===== config.mk =====
export PLATFORM = sky130hd
export DESIGN_NAME = lph_fifo
export DESIGN_NICKNAME = d
export VERILOG_FILES = /design/src/rtl/core/linear_probe_hash_table_core_assert.svh /design/src/rtl/core/lph_pkg.sv /design/src/rtl/core/lph_fifo.sv
export SDC_FILE = /design/constraint.sdc
export NUM_CORES = 1
export LEC_CHECK = 0
export BUFFER_PORTS_ARGS = -buffer_cell sky130_fd_sc_hd__buf_2
export CORE_UTILIZATION = 50
export CTS_CLUSTER_SIZE = 28
export DETAILED_ROUTE_END_ITERATION = 16
export GPL_TIMING_DRIVEN = 0
export PLACE_DENSITY = 0.86
export SYNTH_ARGS = -nofsm -noshare
export SYNTH_HDL_FRONTEND = slang
export SYNTH_SLANG_ARGS = --single-unit

===== constraint.sdc =====
create_clock -name clk_i -period 7.9 [get_ports clk_i]
set_input_delay 1.185 -clock clk_i [delete_from_list [all_inputs] [get_ports clk_i]]
set_output_delay 1.185 -clock clk_i [all_outputs]
set_load 0.01 [all_outputs]

===== src/rtl/core/linear_probe_hash_table_core_assert.svh =====
// Assertion macros for the linear-probe hash table core.
// Used by the top level only; define NO_ASSERTIONS to drop them.
`ifndef LINEAR_PROBE_HASH_TABLE_CORE_ASSERT_SVH
`define LINEAR_PROBE_HASH_TABLE_CORE_ASSERT_SVH
`ifndef NO_ASSERTIONS
`define LPH_ASSERT(label, prop, msg) \
  label: assert property (@(posedge clk_i) disable iff (!rst_ni) prop) else $error(msg);
`define LPH_ASSERT_RST(label, prop, msg) \
  label: assert property (@(posedge clk_i) prop) else $error(msg);
`else
`define LPH_ASSERT(label, prop, msg)
`define LPH_ASSERT_RST(label, prop, msg)
`endif
`endif


===== src/rtl/core/lph_pkg.sv =====
// Shared types and constants for the linear-probe hash table core.
// No dependencies.
package lph_pkg;
  localparam logic [1:0] FUNC_PUT = 2'd0;
  localparam logic [1:0] FUNC_GET = 2'd1;
  localparam logic [1:0] FUNC_DEL = 2'd2;
  localparam logic [1:0] FUNC_NOP = 2'd3;
  localparam logic [1:0] ST_DONE = 2'd0;
  localparam logic [1:0] ST_MISS = 2'd1;
  localparam logic [1:0] ST_FULL = 2'd2;
  localparam logic [31:0] HASH_SEED = 32'd5381;
  localparam logic [31:0] MIX_MUL = 32'h3243f6a9;
  localparam logic [8:0] COUNT_MAX = 9'd511;

  typedef struct packed {
    logic [1:0]  func;
    logic [31:0] key;
    logic [31:0] value;
    logic [31:0] hash;
  } req_t;

  typedef struct packed {
    logic [1:0]  status;
    logic        found;
    logic [31:0] read_value;
    logic [7:0]  slot;
    logic [8:0]  entry_total;
  } rsp_t;
endpackage


===== src/rtl/core/lph_fifo.sv =====
// Two-entry queue between front and back end.
// Depends on lph_pkg.
module lph_fifo (
  input  logic          clk_i,
  input  logic          rst_ni,
  input  logic          w_valid_i,
  output logic          w_ready_o,
  input  lph_pkg::req_t w_data_i,
  output logic          r_valid_o,
  input  logic          r_ready_i,
  output lph_pkg::req_t r_data_o
);
  lph_pkg::req_t mem_q [2];
  logic       wp_q, rp_q;
  logic [1:0] cnt_q;
  logic       wr, rd;

  assign w_ready_o = (cnt_q != 2'd2);
  assign r_valid_o = (cnt_q != 2'd0);
  assign r_data_o  = mem_q[rp_q];
  assign wr = w_valid_i && w_ready_o;
  assign rd = r_valid_o && r_ready_i;

  always_ff @(posedge clk_i) begin
    if (wr) mem_q[wp_q] <= w_data_i;
  end

  always_ff @(posedge clk_i or negedge rst_ni) begin
    if (!rst_ni) begin
      wp_q <= 1'b0; rp_q <= 1'b0; cnt_q <= '0;
    end else begin
      if (wr) wp_q <= ~wp_q;
      if (rd) rp_q <= ~rp_q;
      cnt_q <= cnt_q + {1'b0, wr} - {1'b0, rd};
    end
  end
endmodule


==> metrics.yaml <==
outcome:
  outcome: "finished, final reports clean"
die:
  design.die.area_um2: 15100
  die_y_um: 123
  rows: 43
  die_x_um: 123
  io_pins: 202
  core_area_um2: 14000
  initial_core_util: 0.520
routing:
  ant_nets: 0
  totalWireLength_um: 12600
  wl_per_cell_um: 17.1
  viasPerCell: 5.00
  vias: 3693
  drt_iter0_drc: 251
  drc: 0
  firstDrtPassIters: 4
finish:
  layout_commonest_cell: "buf_2"
  num-fill-cells: 966
  finalNonFillerCells: 738
  final_cell_mix: "buf_2 (209), edfxtp_1 (196), mux2_2 (88)"
  syn_to_final_growth_pct: 25.7
  fin_nets: 650
  design_area_um2: 9170
  fin_util: 0.653
  layout-drive-gt1-share: 0.618
  diodes: 0
synth:
  ys_seq_elements: 200
  synth_warnings: 0
  yosysSeqAreaShare: 0.820
  yosys.area.top_type: "edfxtp_1"
  synth.top_cell.area_share: 0.807
  syn_area_per_cell_um2: 22.7
  synth_area_um2: 7300
  syn_inst: 322
  synth_area_leaders: "edfxtp_1 (81%), mux2_2 (14%), mux2_4 (2.1%), dfrtp_1 (1.4%), buf_2 (0.55%)"
  synthDistinctLibCells: 16
  syn_nets: 426
sta:
  finalCriticalPeriod_ps: 2910
  rsz0062_at_grt: "no"
  setup_slack_ps: 4990
  drv_slew: 0
  hold_viol: 0
  worst_slew_pin_slew_ps: 748
  setup_viol: 0
  max_freq_ghz: 0.344
  period_share: 0.368
  hold_slack_ps: 529
  fin_setup_tns_ps: 0
  skew_ps: 7.52
  relSlewSlack: 0.500
placed_design:
  dp_cells: 707
  placed_area_um2: 8640
  hpwlAfterDp_um: 8710
  portBuffers: 201
  dpl_worst_slack_ps: 5050
  gp_congestion: 0.693
setup_path:
  r2r.worst_path.cells: 5
  cp-end-kind: "output port"
  crit_fanout: 10
  worst_r2r_endpoint: "mem_q[0][17]"
  ff2ff_setup_slack_ps: 5820
  rr_startpoint: "cnt_q[1]"
  worstPathArrival_ps: 1720
  worstSetupEndpoint: "r_data_o[10]"
  crit_start: "rp_q"
  required_ps: 6710
  start_kind: "register"
  path_class: "register to output port"
clocking:
  htreeDepth: 4
  cts-hold-fix-buffers: 0
  clkTransAtPathRegs_ps: 60
  post_cts_resized: 0
  cts.sinks: 200
  tritoncts: "built"
  clockBufferDepth: 2
  cts_root_buf: "clkbuf_16"
  postCtsSetupBuffers: 0
  clk_latency_ps: 420
  cts_made_buffers: 17
global_routing:
  grt_pass1_wl_um: 18600
  antenna_found_initial: 0
  gr-total-overflow: 0
  track_usage: 0.168
  grt_max_degree: 57
  grt_pass1_vias: 3853
pwr:
  p_leak_nw: 3.48
  ir_worst_vdd_mv: 0.222
  finalPower_mw: 3.33
  powerDensity_nw_per_um2: 363
run:
  cap_violations: 0
min_path:
  min_path_type: "register to register"
==> synth_stat cells, drive strengths merged <==
master,instances
edfxtp,196
mux2,98
buf,11
dfrtp,4
xnor2,3
ha,2
and2,1
and3,1
inv,1
nand2,1
nand2b,1
nor2,1
or2,1
xor2,1
==> worst min-delay path by stage <==
stage / depth (start not counted) / start / end
detailed placement: 1 / cnt_q[0] / cnt_q[0]
global route: 1 / rst_ni / cnt_q[0]
global placement: 1 / wp_q / wp_q
finish: 1 / cnt_q[0] / cnt_q[0]
CTS: 1 / cnt_q[0] / cnt_q[0]
floorplan: 1 / wp_q / wp_q
==> registers in the layout, summed over array words and instances, names as in the netlist <==
register,count
mem_q,196
wp_q,1
cnt_q,2
rp_q,1
==> where the power goes <==
part	internal, mW	switching, mW
logic	0.498	0.545
registers	1.45	0.0543
clock network	0.428	0.355
total	2.37	0.954
==> layout make-up <==
type / count / area (um2) / area share
Buffer: 11 / 73.8 / 0.00805
Clock buffer: 17 / 425 / 0.0464
Clock inverter: 14 / 108 / 0.0117
Inverter: 1 / 3.75 / 0.000409
Multi-Input combinational cell: 110 / 1250 / 0.136
Sequential cell: 200 / 5990 / 0.653
Tap cell: 180 / 225 / 0.0246
Timing Repair Buffer: 205 / 1100 / 0.120
==> metal layers <==
layer,share of wire,vias up,GRT usage
met3,0.074,17,0.0604
li1,-,1726,-
met1,0.39,1808,0.186
met5,0,-,0
met2,0.52,142,0.298
met4,0.013,0,0.0595
==> worst max-delay path, stage by stage, from the launching register on <==
cell and delay, ps:
dfrtp_1 340, buf_6 140, buf_2 290, mux2_2 380, buf_2 150
==> logic make-up (layout without fill, tap and decap cells) <==
family | Yosys count | in the layout | share of synthesized area
XOR/XNOR | 4 | 4 | 0.00480
adder cells (fa/ha/maj) | 2 | 2 | 0.00343
buffers and inverters | 12 | 248 | 0.0106
flip-flops | 200 | 200 | 0.820
multiplexers | 98 | 98 | 0.156
AND/OR/NAND/NOR | 6 | 6 | 0.00446
Note: power is estimated with default switching activity, not from simulation.
