File: src/rtl/core/linear_probe_hash_table_core_assert.svh
// Assertion macros for the linear-probe hash table core.
// Used by the top level only; define NO_ASSERTIONS to drop them.
`ifndef LINEAR_PROBE_HASH_TABLE_CORE_ASSERT_SVH
`define LINEAR_PROBE_HASH_TABLE_CORE_ASSERT_SVH
`ifndef NO_ASSERTIONS
`define LPH_ASSERT(label, prop, msg) \
  label: assert property (@(posedge clk_i) disable iff (!rst_ni) prop) else $error(msg);
`define LPH_ASSERT_RST(label, prop, msg) \
  label: assert property (@(posedge clk_i) prop) else $error(msg);
`else
`define LPH_ASSERT(label, prop, msg)
`define LPH_ASSERT_RST(label, prop, msg)
`endif
`endif

File: src/rtl/core/lph_pkg.sv
// Shared types and constants for the linear-probe hash table core.
// No dependencies.
package lph_pkg;
  localparam logic [1:0] FUNC_PUT = 2'd0;
  localparam logic [1:0] FUNC_GET = 2'd1;
  localparam logic [1:0] FUNC_DEL = 2'd2;
  localparam logic [1:0] FUNC_NOP = 2'd3;
  localparam logic [1:0] ST_DONE = 2'd0;
  localparam logic [1:0] ST_MISS = 2'd1;
  localparam logic [1:0] ST_FULL = 2'd2;
  localparam logic [31:0] HASH_SEED = 32'd5381;
  localparam logic [31:0] MIX_MUL = 32'h3243f6a9;
  localparam logic [8:0] COUNT_MAX = 9'd511;

  typedef struct packed {
    logic [1:0]  func;
    logic [31:0] key;
    logic [31:0] value;
    logic [31:0] hash;
  } req_t;

  typedef struct packed {
    logic [1:0]  status;
    logic        found;
    logic [31:0] read_value;
    logic [7:0]  slot;
    logic [8:0]  entry_total;
  } rsp_t;
endpackage

File: src/rtl/core/lph_front.sv
// Front end: normalises the key and computes the mixed djb2 hash over cycles.
// Depends on lph_pkg.
module lph_front (
  input  logic                clk_i,
  input  logic                rst_ni,
  input  logic                in_valid_i,
  output logic                in_ready_o,
  input  logic [1:0]          func_i,
  input  logic [31:0]         key_i,
  input  logic [31:0]         value_i,
  output logic                q_valid_o,
  input  logic                q_ready_i,
  output lph_pkg::req_t       q_data_o
);
  typedef enum logic [2:0] {S_IDLE, S_DJB, S_MIX1, S_MIX2, S_OUT} state_e;
  state_e      state_q;
  logic [1:0]  func_q;
  logic [31:0] key_q, value_q, h_q, m_q;
  logic [31:0] nkey;

  always_comb begin
    nkey = '0;
    if (key_i[7:0] != 8'd0) begin
      nkey[7:0] = key_i[7:0];
      if (key_i[15:8] != 8'd0) begin
        nkey[15:8] = key_i[15:8];
        if (key_i[23:16] != 8'd0) begin
          nkey[23:16] = key_i[23:16];
          if (key_i[31:24] != 8'd0) nkey[31:24] = key_i[31:24];
        end
      end
    end
  end

  assign in_ready_o = (state_q == S_IDLE);
  assign q_valid_o  = (state_q == S_OUT);
  assign q_data_o   = '{func: func_q, key: key_q, value: value_q, hash: h_q};

  always_ff @(posedge clk_i or negedge rst_ni) begin
    if (!rst_ni) begin
      state_q <= S_IDLE;
      func_q <= '0; key_q <= '0; value_q <= '0; h_q <= '0; m_q <= '0;
    end else begin
      case (state_q)
        S_IDLE: begin
          if (in_valid_i) begin
            func_q <= func_i; key_q <= nkey; value_q <= value_i;
            h_q <= lph_pkg::HASH_SEED; m_q <= nkey;
            state_q <= S_DJB;
          end
        end
        S_DJB: begin
          if (m_q[7:0] != 8'd0) begin
            h_q <= (h_q << 5) + h_q + {24'd0, m_q[7:0]};
            m_q <= m_q >> 8;
          end else begin
            h_q <= h_q ^ (h_q >> 16);
            state_q <= S_MIX1;
          end
        end
        S_MIX1: begin
          h_q <= h_q * lph_pkg::MIX_MUL;
          state_q <= S_MIX2;
        end
        S_MIX2: begin
          h_q <= h_q ^ (h_q >> 16);
          state_q <= S_OUT;
        end
        S_OUT: if (q_ready_i) state_q <= S_IDLE;
        default: state_q <= S_IDLE;
      endcase
    end
  end
endmodule

File: config.mk
export PLATFORM = sky130hd
export DESIGN_NAME = lph_front
export DESIGN_NICKNAME = d
export VERILOG_FILES = /design/src/rtl/core/linear_probe_hash_table_core_assert.svh /design/src/rtl/core/lph_pkg.sv /design/src/rtl/core/lph_front.sv
export SDC_FILE = /design/constraint.sdc
export NUM_CORES = 1
export LEC_CHECK = 0
export BUFFER_PORTS_ARGS = -buffer_cell sky130_fd_sc_hd__buf_2
export CAP_MARGIN = 20
export CORE_MARGIN = 1.5
export CORE_UTILIZATION = 62
export CTS_BUF_LIST = sky130_fd_sc_hd__clkbuf_8
export DETAILED_ROUTE_END_ITERATION = 12
export GPL_TIMING_DRIVEN = 0
export HOLD_SLACK_MARGIN = 0.05
export PLACE_DENSITY = 0.84
export REMOVE_ABC_BUFFERS = 1
export SLEW_MARGIN = 10
export SYNTH_ARGS = -nofsm -noshare
export SYNTH_HDL_FRONTEND = slang
export SYNTH_SLANG_ARGS = --single-unit
File: constraint.sdc
create_clock -name clk_i -period 7.5 [get_ports clk_i]
set_clock_uncertainty 0.1 [all_clocks]
set_input_delay 0 -clock clk_i [delete_from_list [all_inputs] [get_ports clk_i]]
set_output_delay 0 -clock clk_i [all_outputs]
set_load 0.01 [all_outputs]
==> results.tsv <==
metric	value	unit
post-route-cell-area	18100	um^2
antenna_found_initial	0	
critPathLaunchType	flip-flop	
gp_congestion	0.956	
wirelength	45800	um
crit_path_top_delay_cell	dfrtp_1	
ys_ff_latch	133	
path_cells	ha_1 > fa_1 > fa_1 > inv_1 > fa_1 > inv_1 > fa_1 > inv_1 > fa_1 > inv_1 > fa_1 > ha_1 > ha_1 > nand2_1 > a211oi_1 > o22ai_1 > o211a_1 > nor2_1 > a31oi_1 > xor2_1 > o221ai_1	
slew_headroom	24.9	%
finalSetupViolations	0	
reg2reg_depth	21	
avgSynthCellArea	9.43	um^2
timing.critical_path.to_type	flip-flop	
rr_endpoint	h_q[29]$_DFFE_PN0P_	
die_y	163	um
finalHoldViolCount	0	
drive_gt1_share	12.1	%
worst_pin_slew	1.12	ns
worstSetupPathType	flip-flop to flip-flop	
hold_start	in_valid_i	
dp_hpwl	33800	um
cp.required	7.69	ns
period_share	95.2	%
synth-edff-count	0	
routedWlPerCell	20.4	um
synth_cell_types	65	
clk_pin_slew	0.11	ns
grt.busiest_layer	met2	
fmax	140	MHz
postRouteAntennaNets	0	
hold_depth	4	
max_stage_delay	0.99	ns
die-area	26500	um^2
dr_total_vias	13500	
cts_buffers	17	
start_util	63.1	%
diodes	0	
synthFlopType	dfrtp_1	
grtUsageMet2	62.4	%
hp-class	input pin to flip-flop	
synth_area	15800	um^2
area_delta_synth_final	14.5	%
first_global_vias	14300	
vias_per_cell	6.02	
setup_ws	0.363	ns
grt_pass1_wl	73900	um
placed_area	17000	um^2
dr.pass1.iters	5	
rsz0062_at_grt	false	
track_usage	36.3	%
cts_root_buffer	clkbuf_8	
drt_iter0_drc	1056	
cts.sinks	133	
synth_warnings	0	
use_met3	7.10	%
hold_end	value_q[31]$_DFFE_PN0P_	
overflow	0	
outcome	finished clean	
port_buffers	169	
clock_path_buffers	2	
crit_arrival	7.33	ns
syn_inst	1679	
nNetsFinal	2405	
h-tree-depth	4	
pre_cts_ws	0.345	ns
r2r_slack	0.36	ns
drv_cap	0	
async_flop_share	100	%
crit_top_cell	fa_1	
num_rows	58	
clock_latency	0.46	ns
grt_max_degree	83	
min_period	7.14	ns
die_x	163	um
top_level_ports	170	
core_area	25100	um^2
drv_slew	0	
setup_tns	0	ns
synth-seq-area-share	21.0	%
fill_cells	1752	
cts_tree	built	
r2r-start	h_q[5]$_DFFE_PN0P_	
grt_use_met1	43.9	%
crit_fanout	15	
drc	0	
## final cells by class
| class | count | area (um^2) | area share (%) |
|---|---|---|---|
| clock buffer | 17 | 234 | 1.29 |
| sequential | 133 | 3330 | 18.4 |
| timing repair buffer | 243 | 1650 | 9.08 |
| tap | 330 | 413 | 2.28 |
| clock inverter | 15 | 161 | 0.890 |
| multi-input combinational | 1208 | 11200 | 61.9 |
| inverter | 297 | 1110 | 6.15 |
## placed cells by master (no fill, tap or decap), drive strengths merged, types with 19 or more instances in the layout
cell,n
inv,307
ha,256
nand2,225
fa,179
buf,174
dfrtp,133
o21ai,94
dlygate4sd3,69
xnor2,64
nor2,63
a21oi,60
xor2,28
nor3,26
a211oi,20
a21o,19
## Yosys cell counts, types with 5 or more instances
master,n,area share [%]
nand2_1,224,5.3
o21ai_1,25,0.79
o21ai_0,68,2.1
a221oi_1,5,0.28
o22ai_1,5,0.20
xor2_1,28,1.5
o221ai_1,7,0.39
nand3_1,10,0.32
nor2_1,63,1.5
a31oi_1,12,0.47
fa_1,179,23
a22oi_1,14,0.66
a21o_1,19,0.90
nor4_1,7,0.28
dfrtp_1,133,21
inv_1,297,7.0
nand4_1,5,0.20
ha_1,256,20
xnor2_1,64,3.5
o211ai_1,10,0.47
nand2b_1,9,0.36
nor2b_1,11,0.43
o21bai_1,6,0.28
nor3_1,24,0.76
a22o_1,17,0.94
a21oi_1,58,1.8
a211oi_1,19,0.90
clkbuf_1,37,0.88
o21a_1,9,0.43
## flip-flops by register name, indices dropped and copies added (netlist names)
| register | count |
|---|---|
| state_q | 3 |
| func_q | 2 |
| m_q | 32 |
| h_q | 32 |
| value_q | 32 |
| key_q | 32 |
## logic make-up (layout without fill, tap and decap cells)
kind of cell             count (synthesis)  after routing  share of synthesized area, %
multiplexers                             2              2                         0.134
AND/OR/NAND/NOR                        374            374                          10.2
XOR/XNOR                                92             92                          5.09
adder cells (fa/ha/maj)                435            435                          42.8
flip-flops                             133            133                          21.0
buffers and inverters                  338            572                          8.14
AO/OA/AOI/OAI                          305            305                          12.6
## through the flow
stage | hold WS (ns) | std cells | util, %
after detailed placement | -0.0793 | 2140 | 67.8
after global routing | 0.0982 | 2243 | 72.2
after floorplan | -0.396 | 1638 | -
after CTS | 0.0602 | 2242 | 72.2
after global placement | 0.0868 | 2137 | 67.4
final | 0.102 | 2243 | 72.2
## worst max path at each step
stage                             from                  end  slack [ns]
detailed placement  h_q[9]$_DFFE_PN0P_  h_q[30]$_DFFE_PN0P_        0.34
global route        h_q[8]$_DFFE_PN0P_  h_q[30]$_DFFE_PN0P_       0.008
finish              h_q[5]$_DFFE_PN0P_  h_q[29]$_DFFE_PN0P_        0.36
CTS                 h_q[9]$_DFFE_PN0P_  h_q[30]$_DFFE_PN0P_        0.31
floorplan           h_q[9]$_DFFE_PN0P_  h_q[30]$_DFFE_PN0P_        1.28
global placement    h_q[9]$_DFFE_PN0P_  h_q[30]$_DFFE_PN0P_        0.40
## critical path: cells and delay by family (launching register included)
| kind | cells | cell delay (ns) |
|---|---|---|
| buffers and inverters | 4 | 0.21 |
| DFF | 1 | 0.99 |
| adders and majority gates | 9 | 3.87 |
| xor gates and xnor gates | 1 | 0.23 |
| and+or+nand+nor | 2 | 0.27 |
| AOI/OAI and AO/OA | 5 | 1.29 |
## repair_timing
item | 4_1_cts | 5_1_grt
hold buffers | 70 | 0
setup buffers | 0 | 0
resized for setup | 0 | 4
hold endpoints to repair | 232 | 0
endpoints found under the setup margin | 0 | 3
## routing by layer
layer  wire, um  part of all wire [%]
met1      17300                    38
met2      22400                    49
met3       3900                   8.5
met4       2220                   4.8
met5          0                     0
Power is left out: the tool's default activity adds up to more than one toggle a clock period on the data nets, which glitch-free logic cannot reach.
